===== src/i2cdbw_pkg.sv =====
`default_nettype none
package i2cdbw_pkg;

  typedef enum logic [3:0] {
    PH_IDLE,
    PH_START_SDA,
    PH_START_SCL,
    PH_BIT_SET,
    PH_BIT_HIGH,
    PH_BIT_LOW,
    PH_ACK_REL,
    PH_ACK_CLK,
    PH_ACK_POLL,
    PH_STOP_SDA,
    PH_STOP_SCL,
    PH_STOP_END
  } phase_t;

  localparam logic [1:0] CMD_TICK  = 2'd0;
  localparam logic [1:0] CMD_WRITE = 2'd1;
  localparam logic [1:0] CMD_DATA  = 2'd2;

  localparam logic REG_DEVICE_ADDRESS = 1'b0;
  localparam logic REG_ACK_TIMEOUT    = 1'b1;

  localparam logic [7:0] CTRL_CMD  = 8'h00;
  localparam logic [7:0] CTRL_DATA = 8'h40;

  localparam logic [7:0] DEVICE_ADDRESS_RESET = 8'h78;
  localparam logic [7:0] ACK_TIMEOUT_RESET    = 8'd200;

  localparam int unsigned BITS_PER_BYTE = 8;
  localparam int unsigned BYTES_PER_WRITE = 3;

  typedef struct packed {
    logic [1:0] command;
    logic [7:0] payload;
    logic       sda_in;
  } item_t;

  typedef struct packed {
    logic scl_level;
    logic sda_level;
    logic busy_res;
    logic done_res;
    logic nack_seen;
  } result_t;

  typedef struct packed {
    phase_t     phase;
    logic [2:0] bit_index;
    logic [1:0] byte_index;
    logic [7:0] shift_byte;
    logic [7:0] held_payload;
    logic       is_data_write;
    logic [7:0] poll_count;
    logic       nack_flag;
    logic       scl;
    logic       sda;
  } bus_state_t;

endpackage
`default_nettype wire


===== src/i2cdbw_step.sv =====
`default_nettype none
module i2cdbw_step (
  input  i2cdbw_pkg::bus_state_t st,
  input  i2cdbw_pkg::item_t      item,
  input  logic [7:0]             device_address_byte,
  input  logic [7:0]             ack_timeout_ticks,
  output i2cdbw_pkg::bus_state_t st_next,
  output i2cdbw_pkg::result_t    result_next
);
  import i2cdbw_pkg::*;

  logic       begin_write;
  logic [7:0] poll_inc;
  logic [7:0] poll_limit;
  logic       poll_timeout;
  logic       byte_end;
  logic [1:0] byte_inc;
  logic       last_byte;
  logic       last_bit;
  phase_t     phase_next;
  logic       done;

  assign begin_write  = (item.command == CMD_WRITE) || (item.command == CMD_DATA);
  assign poll_inc     = st.poll_count + 8'd1;
  assign poll_limit   = (ack_timeout_ticks == 8'd0) ? 8'd1 : ack_timeout_ticks;
  assign poll_timeout = (poll_inc >= poll_limit) || (poll_inc == 8'd0);
  assign byte_end     = (st.phase == PH_ACK_POLL) && (!item.sda_in || poll_timeout);
  assign byte_inc     = st.byte_index + 2'd1;
  assign last_byte    = (byte_inc >= 2'(BYTES_PER_WRITE));
  assign last_bit     = (st.bit_index >= 3'(BITS_PER_BYTE - 1));

  always_comb begin
    phase_next = st.phase;
    unique case (st.phase)
      PH_IDLE:      if (begin_write) phase_next = PH_START_SDA;
      PH_START_SDA: phase_next = PH_START_SCL;
      PH_START_SCL: phase_next = PH_BIT_SET;
      PH_BIT_SET:   phase_next = PH_BIT_HIGH;
      PH_BIT_HIGH:  phase_next = PH_BIT_LOW;
      PH_BIT_LOW:   phase_next = last_bit ? PH_ACK_REL : PH_BIT_SET;
      PH_ACK_REL:   phase_next = PH_ACK_CLK;
      PH_ACK_CLK:   phase_next = PH_ACK_POLL;
      PH_ACK_POLL: begin
        if (byte_end) phase_next = last_byte ? PH_STOP_SDA : PH_BIT_SET;
      end
      PH_STOP_SDA:  phase_next = PH_STOP_SCL;
      PH_STOP_SCL:  phase_next = PH_STOP_END;
      PH_STOP_END:  phase_next = PH_IDLE;
      default:      phase_next = PH_IDLE;
    endcase
  end

  always_comb begin
    st_next = st;
    done    = 1'b0;
    unique case (st.phase)
      PH_IDLE: begin
        if (begin_write) begin
          st_next.held_payload  = item.payload;
          st_next.is_data_write = (item.command == CMD_DATA);
          st_next.nack_flag     = 1'b0;
          st_next.byte_index    = '0;
          st_next.bit_index     = '0;
          st_next.poll_count    = '0;
          st_next.shift_byte    = device_address_byte;
          st_next.scl           = 1'b1;
          st_next.sda           = 1'b1;
        end
      end
      PH_START_SDA: begin
        st_next.scl = 1'b1;
        st_next.sda = 1'b0;
      end
      PH_START_SCL: begin
        st_next.scl = 1'b0;
        st_next.sda = 1'b0;
      end
      PH_BIT_SET: begin
        st_next.scl        = 1'b0;
        st_next.sda        = st.shift_byte[7];
        st_next.shift_byte = {st.shift_byte[6:0], 1'b0};
      end
      PH_BIT_HIGH: st_next.scl = 1'b1;
      PH_BIT_LOW: begin
        st_next.scl       = 1'b0;
        st_next.bit_index = last_bit ? 3'd0 : st.bit_index + 3'd1;
      end
      PH_ACK_REL: begin
        st_next.scl        = 1'b0;
        st_next.sda        = 1'b1;
        st_next.poll_count = '0;
      end
      PH_ACK_CLK: begin
        st_next.scl = 1'b1;
        st_next.sda = 1'b1;
      end
      PH_ACK_POLL: begin
        if (item.sda_in) begin
          st_next.poll_count = poll_inc;
          if (poll_timeout) st_next.nack_flag = 1'b1;
        end
        if (byte_end) begin
          st_next.scl        = 1'b0;
          st_next.byte_index = byte_inc;
          st_next.bit_index  = '0;
          if (!last_byte) begin
            st_next.shift_byte = (byte_inc == 2'd1)
                                 ? (st.is_data_write ? CTRL_DATA : CTRL_CMD)
                                 : st.held_payload;
          end
        end
      end
      PH_STOP_SDA: begin
        st_next.scl = 1'b0;
        st_next.sda = 1'b0;
      end
      PH_STOP_SCL: begin
        st_next.scl = 1'b1;
        st_next.sda = 1'b0;
      end
      PH_STOP_END: begin
        st_next.scl = 1'b1;
        st_next.sda = 1'b1;
        done        = 1'b1;
      end
      default: ;
    endcase
    st_next.phase = phase_next;
  end

  assign result_next = '{
    scl_level: st_next.scl,
    sda_level: st_next.sda,
    busy_res:  (phase_next != PH_IDLE),
    done_res:  done,
    nack_seen: st_next.nack_flag
  };

endmodule
`default_nettype wire


===== src/i2c_display_byte_writer_core.sv =====
// Bit-level I2C master that writes one byte to a display controller.
// Every beat on the item channel is one bus timing tick. A command of one
// or two while idle starts a command or data write of the payload byte;
// other beats just advance the bus sequence and supply the sampled SDA.
// Each accepted item yields exactly one beat on the result channel, which
// carries the SCL and SDA levels to drive, busy, done and the sticky
// missed-acknowledge flag of the current or last write.
// The result is registered and turns valid in the cycle after the item
// is accepted; one item is accepted every cycle unless stalled. The whole
// tick update is one pass of logic between the bus state registers and
// the result register. The item channel stalls only while a result is
// held and the receiver stalls it; no tick is lost or repeated.
// Configuration writes on wr_en/wr_index/wr_data set the device address
// byte (index 0) and the acknowledge timeout in ticks (index 1), and are
// meant for idle periods only.
// Synchronous reset returns the block to idle with both lines high, the
// address byte at 0x78 and the timeout at 200 ticks.
`default_nettype none
module i2c_display_byte_writer_core (
  input  logic                clk,
  input  logic                rst,
  input  logic                item_valid,
  output logic                item_stall,
  input  i2cdbw_pkg::item_t   item,
  output logic                result_valid,
  input  logic                result_stall,
  output i2cdbw_pkg::result_t result,
  input  logic                wr_en,
  input  logic                wr_index,
  input  logic [7:0]          wr_data
);
  import i2cdbw_pkg::*;

  bus_state_t st;
  bus_state_t st_next;
  result_t    result_next;
  logic [7:0] device_address_byte;
  logic [7:0] ack_timeout_ticks;
  logic       accept;

  assign item_stall = result_valid && result_stall;
  assign accept     = item_valid && !item_stall;

  i2cdbw_step u_step (
    .st                  (st),
    .item                (item),
    .device_address_byte (device_address_byte),
    .ack_timeout_ticks   (ack_timeout_ticks),
    .st_next             (st_next),
    .result_next         (result_next)
  );

  always_ff @(posedge clk) begin
    if (rst) begin
      device_address_byte <= DEVICE_ADDRESS_RESET;
      ack_timeout_ticks   <= ACK_TIMEOUT_RESET;
    end else if (wr_en) begin
      unique case (wr_index)
        REG_DEVICE_ADDRESS: device_address_byte <= wr_data;
        REG_ACK_TIMEOUT:    ack_timeout_ticks   <= wr_data;
        default: ;
      endcase
    end
  end

  always_ff @(posedge clk) begin
    if (rst) begin
      st <= '{
        phase:         PH_IDLE,
        bit_index:     '0,
        byte_index:    '0,
        shift_byte:    '0,
        held_payload:  '0,
        is_data_write: 1'b0,
        poll_count:    '0,
        nack_flag:     1'b0,
        scl:           1'b1,
        sda:           1'b1
      };
      result_valid <= 1'b0;
    end else if (accept) begin
      st           <= st_next;
      result_valid <= 1'b1;
    end else if (!result_stall) begin
      result_valid <= 1'b0;
    end
  end

  always_ff @(posedge clk) begin
    if (accept) begin
      result <= result_next;
    end
  end

endmodule
`default_nettype wire


===== config.mk =====
export PLATFORM = sky130hd
export DESIGN_NAME = i2c_display_byte_writer_core
export DESIGN_NICKNAME = d
export VERILOG_FILES = /design/src/i2cdbw_pkg.sv /design/src/i2cdbw_step.sv /design/src/i2c_display_byte_writer_core.sv
export SDC_FILE = /design/constraint.sdc
export NUM_CORES = 1
export LEC_CHECK = 0
export ABC_AREA = 1
export BUFFER_PORTS_ARGS = -buffer_cell sky130_fd_sc_hd__buf_4
export CORE_MARGIN = 2
export CORE_UTILIZATION = 50
export CTS_CLUSTER_DIAMETER = 60
export CTS_CLUSTER_SIZE = 28
export DETAILED_ROUTE_END_ITERATION = 12
export PLACE_DENSITY = 0.72
export SYNTH_ARGS = -nofsm -noshare
export SYNTH_HDL_FRONTEND = slang
export SYNTH_HIERARCHICAL = 1
export SYNTH_SLANG_ARGS = --single-unit

===== constraint.sdc =====
create_clock -name clk -period 3.1 [get_ports clk]
set_input_delay 0.465 -clock clk [delete_from_list [all_inputs] [get_ports clk]]
set_output_delay 0.465 -clock clk [all_outputs]
set_load 0.01 [all_outputs]

# Word level (Yosys, flattened, before mapping)
# Cells that the tools add are included.
# W data, S select, Z words.
dict set report totals {
  register_bits 59
  in_bits 25
  elab_cells 96
}
dict set report classes {
  eq_ne 19
  n_mux 25
  magnitude_cmp 3
  add_sub_neg 3
  bitwise 1
  reduce_logical 27
}
# op n
set op_table {}
lappend op_table {{$pmux W8 S3} 2}
lappend op_table {{$pmux W4 S11} 1}
lappend op_table {{$mux W33} 1}
lappend op_table {{$mux W8} 3}
lappend op_table {{$eq A4 B3 Y1 const B} 4}
lappend op_table {{$eq A4 B4 Y1 const B} 4}
lappend op_table {{$logic_not A8 Y1} 2}
lappend op_table {{$mux W13} 1}
lappend op_table {{$mux W4} 3}
lappend op_table {{$reduce_and A4 Y1} 3}
lappend op_table {{$reduce_or A5 Y1} 2}
lappend op_table {{$mux W9} 1}
lappend op_table {{$pmux W3 S3} 1}
lappend op_table {{$reduce_bool A3 Y1} 3}
lappend op_table {{$add A8 B1 Y8 const B} 1}
lappend op_table {{$eq A4 B2 Y1 const B} 2}
lappend op_table {{$ge A8 B8 Y1} 1}
lappend op_table {{$pmux W1 S4} 2}
lappend op_table {{$mux W7} 1}
lappend op_table {{$mux W3} 2}
lappend op_table {{$ne A2 B1 Y1 const B} 3}
lappend op_table {{$mux W1} 5}
lappend op_table {{$reduce_and A5 Y1} 1}
lappend op_table {{$eq A2 B1 Y1 const B} 2}
lappend op_table {{20 further kinds} 27}

# Logic depth before layout (Yosys ltp)
dict set report logic_depth {
  word_depth 9
  ltp_mapped 21
}

# Cells and area by module
# Netlist, hierarchy kept.
# mod instances seq_area_each_um2 area_per_inst_um2 cells_each
set by_module_without_submodules {}
lappend by_module_without_submodules {i2c_display_byte_writer_core 1 1231.2 2422.3 324}
lappend by_module_without_submodules {i2cdbw_step 1 0.0 1672.9 335}

# Worst setup path before layout
# No wires, ideal clock.
dict set report synth_timing {
  kind {register -> register}
  startpoint {register st[4] (netlist name)}
  endpoint {register st[20] (netlist name)}
  setup_time_ps 115
  slack_ps 651
  path_stages_with_launch 19
  t_arrival_ps 2334
  synth_period_minus_slack_ps 2449
  cell_sequence {dfxtp_1 -> ha_1 -> nand2_4 -> nor2_1 -> nand3_1 -> nand2_2 -> inv_1 -> ha_1 -> nand2_1 -> o21ai_0 -> nor2_1 -> nand3_4 -> buf_6 -> o211ai_1 -> nand3_1 -> inv_1 -> nand3_1 -> nand2_1 -> nor2_1}
}
dict set report synth_between {
  elab_chain_len 7
  word_cells_on_any_way 8
  classes_between {add/sub: 1; order compare: 1; eq/ne: 1; reduce/logical: 5}
}
# item line_no
set synth_rtl {}
lappend synth_rtl {{$add A8 B1 Y8 *} i2cdbw_step.sv:24} ;# assign poll_inc = st.poll_count + 8'd1;
lappend synth_rtl {{$ge A8 B8 Y1 / $logic_not A8 Y1 (equally long branches)} i2cdbw_step.sv:26} ;# assign poll_timeout = (poll_inc >= poll_limit) || (poll_inc == 8'd0);
lappend synth_rtl {{$logic_or A1 B1 Y1 *} i2cdbw_step.sv:26}
lappend synth_rtl {{$logic_or A1 B1 Y1 *} i2cdbw_step.sv:27} ;# assign byte_end = (st.phase == PH_ACK_POLL) && (!item.sda_in || poll_timeout);
lappend synth_rtl {{$logic_and A1 B1 Y1 *} i2cdbw_step.sv:27}
lappend synth_rtl {{$ne A2 B1 Y1 (no source line) *} -}
lappend synth_rtl {{$reduce_and A5 Y1 (no source line) *} -}
# Every way passes the cells marked *; elsewhere a longest branch is shown, timed or not.
# A chain may end at the register's enable or synchronous reset.

==> qor.csv <==
stage;metric;value;unit
power;p_int;1490;uW
place;globalplace.congestion;0.898;
finish;syn2layout_area_growth;9.93;%
cts;cts_buffers;9;
place;hpwl;6790;um
hold_path;hold_class;input port to flip-flop;
status;status;completed;
logic_synthesis;synth_compound_area_share;14.4;%
cts;htreeDepth;3;
global_route;first_global_vias;3611;
global_route;track_usage;23.3;%
place;placed_cells;768;
cts;cts.clk_slew.worst_paths;0.07;ns
logic_synthesis;synth.top_cell.area_share;26.4;%
power;swShare;33.3;%
logic_synthesis;yosys.area_share.simple;36.3;%
timing;layout_min_cycle_time;2.69;ns
timing;final_hold_viol_count;0;
logic_synthesis;synth_top_family_by_area;simple AND/OR/NAND/NOR gates;
timing;timing.fmax;371;MHz
logic_synthesis;syn_nets;698;
logic_synthesis;ys_warn_count;6;
setup_path;cp_data_arrival_time;2.78;ns
logic_synthesis;synth_area_leaders;dfxtp_1 26%, nand2_1 15%, nand3_1 9.7%, inv_1 8.4%, nor2_1 7.8%;
finish;drive_above_1_share;12.4;%
timing;finClkSkew;0.00754;ns
power;power.share.clock;34.6;%
timing;maxSlewHeadroom;48.6;%
logic_synthesis;synth_fa_ha_area_share;4.28;%
job;drv_cap;0;
cts;cts_sinks;59;
route;firstDrtPassIters;5;
setup_path;critical_path_class;flip-flop to flip-flop;
route;wirelength;9670;um
finish;nets;713;
global_route;grt_start_max_net_pins;58;
cts;clockRootBuffer;clkbuf_8;
floorplanning;rows;33;
timing;rsz0062_at_grt;no;
timing;setup-violations-final;0;
route;via_per_inst;5.21;
logic_synthesis;synth.distinct_cells;34;
setup_path;start_kind;flip-flop;
power;pwr-share-seq;40.2;%
finish;instances_no_fill;784;
logic_synthesis;synth_mux_area_share;0;%
finish;nFillCells;845;
route;drt_iter0_drc;282;
logic_synthesis;async_flop_share;0;%
finish;num_antenna_cells;0;
global_route;overflow;0;
cts;clockBufferDepth;2;
timing;fin_crit_sh;86.9;%
logic_synthesis;synth_area;4100;um2
floorplanning;dieHeight;94.5;um
logic_synthesis;synth-seq-cells;59;
logic_synthesis;synth_most_common_cell;nand2_1;
route;wl_per_cell;12.3;um
power;pwr-share-comb;25.2;%
route;drc;0;
logic_synthesis;synth_flop_cell;dfxtp_1;
logic_synthesis;synthTopCellsByCount;160 x nand2_1, 92 x inv_1, 85 x nor2_1;
power;p_leak;0.00227;uW
setup_path;cp-end-kind;flip-flop;
cts;clk_latency;0.34;ns
global_route;grt_pass1_wl;16700;um
logic_synthesis;synth_area_leader_cell;dfxtp_1;
power;switchingPower;745;uW
global_route;antenna_found_initial;0;
logic_synthesis;synth-seq-area-share;30.1;%
timing;fin_tns_setup;0;ns
logic_synthesis;synth-xor-area-share;0;%
cts;cts_tree;done;
floorplanning;core_area;8090;um2
setup_path;worstPathMaxFanout;11;
power;max-vdd-ir-drop;255;uV
floorplanning;die_w;94.5;um
route;antenna_left;0;
logic_synthesis;syn_inst;659;
logic_synthesis;syn_area_per_cell;6.21;um2
power;powerDensity;497;nW/um2
timing;slew_violations;0;
floorplanning;io_pins;32;
route;vias;4081;
place;portBuffers;31;
timing;worstMarginPinSlew;0.767;ns
floorplanning;start_util;50.6;%
floorplanning;die_area;8930;um2
logic_synthesis;synth_edf_count;5;
setup_path;cp.required;3.19;ns
## worst max-delay path, cell delays in order (launching register included)
cell and delay (ns):
dfxtp_1 0.53, nand2_2 0.09, nor2_2 0.14, nand3_1 0.09, nand2_1 0.08, inv_2 0.05, ha_1 0.33, a21oi_1 0.14
o21ai_0 0.12, nor2_2 0.19, nand3_4 0.18, nand2_4 0.17, inv_2 0.06, nand2_1 0.08, nand2_1 0.08, inv_1 0.05
nand3_1 0.06
## layer usage
| layer | vias to the layer above | track usage (%) | routed length (um) |
|---|---|---|---|
| li1 | 2130 | - | - |
| met1 | 1812 | 30.7 | 4430 |
| met2 | 126 | 38.8 | 4500 |
| met3 | 13 | 3.83 | 603 |
| met4 | 0 | 7.49 | 138 |
| met5 | - | 0 | 0 |
## stage by stage
step           util, %  hold WS [ns]  area [um2]  total power [uW]  setup slack [ns]
3_3_place_gp      52.8         0.456        4270              1460             0.425
3_5_place_dp      52.8         0.467        4270              1470             0.331
4_1_cts           55.5         0.285        4490              2250             0.287
2_1_floorplan        -         0.430        4100              1350             0.651
5_1_grt           55.6         0.294        4500              2390            0.0970
6_report          55.6         0.293        4500              2240             0.405
## worst paths after layout
kind | end | slack (ns) | cells past startpoint | startpoint
max reg2reg | result[2]$_DFFE_PP_ | 0.41 | 16 | st[5]$_SDFFE_PP0P_
max | result[2]$_DFFE_PP_ | 0.41 | 16 | st[5]$_SDFFE_PP0P_
min | result_valid$_SDFFE_PP0P_ | 0.29 | 2 | rst
min reg2reg | st[13]$_SDFFE_PP0P_ | 0.48 | 2 | st[13]$_SDFFE_PP0P_
## layout by cell type (no fill, tap or decap)
master,instances
inv_4,1
clkinv_4,1
clkinv_2,2
nand2_2,7
a22oi_1,2
nand3b_1,4
nor2_1,84
bufinv_16,1
dfxtp_1,52
a211oi_1,2
nand3_1,79
a31o_2,1
a221oi_1,5
a21oi_2,3
nor4_1,1
clkbuf_16,1
buf_4,37
ha_1,13
edfxtp_1,5
ha_2,1
inv_2,7
clkbuf_8,10
clkinvlp_4,1
o21ai_1,2
a21oi_1,46
o211ai_1,1
inv_1,92
nand2_4,2
nand2_1,159
nand3_4,1
clkinv_1,1
o21ai_0,38
a32oi_1,2
nand4_1,4
o21bai_1,1
nor2_2,6
dfxtp_2,2
a2111oi_0,1
a41o_1,1
## cell families after synthesis
group / Yosys count
fa+ha+maj: 14
buf+inv: 134
compound gates: 105
flops: 59
simple gates: 347
## timing repair
item                                   in CTS  in global routing
hold buffers                                0                  0
endpoints found under the hold margin       0                  0
buffers inserted                            0                  0
resized for setup                           0                  4
setup endpoints to repair                   0                 15
## power groups by stage
stage / clock (uW) / combinational, uW / sequential, uW
6_report: 774 / 565 / 900
3_3_place_gp: 0 / 545 / 913
4_1_cts: 789 / 561 / 898
5_1_grt: 824 / 652 / 910
3_5_place_dp: 0 / 558 / 916
2_1_floorplan: 0 / 450 / 901
## state kept, by name (all words and copies together), names as in the netlist
| name | count |
|---|---|
| ack_timeout_ticks | 8 |
| device_address_byte | 8 |
| result | 5 |
| result_valid | 1 |
| st | 37 |
## area by class of cell
type	count	area, um2	share of cell area, %
multi-input combinational	466	2260	50.2
tap	105	131	2.92
clock inverter	5	57.6	1.28
clock buffer	11	163	3.61
timing repair buffer	37	278	6.17
sequential	59	1230	27.4
inverter	101	380	8.45
Note: power is estimated with default switching activity, not from simulation.
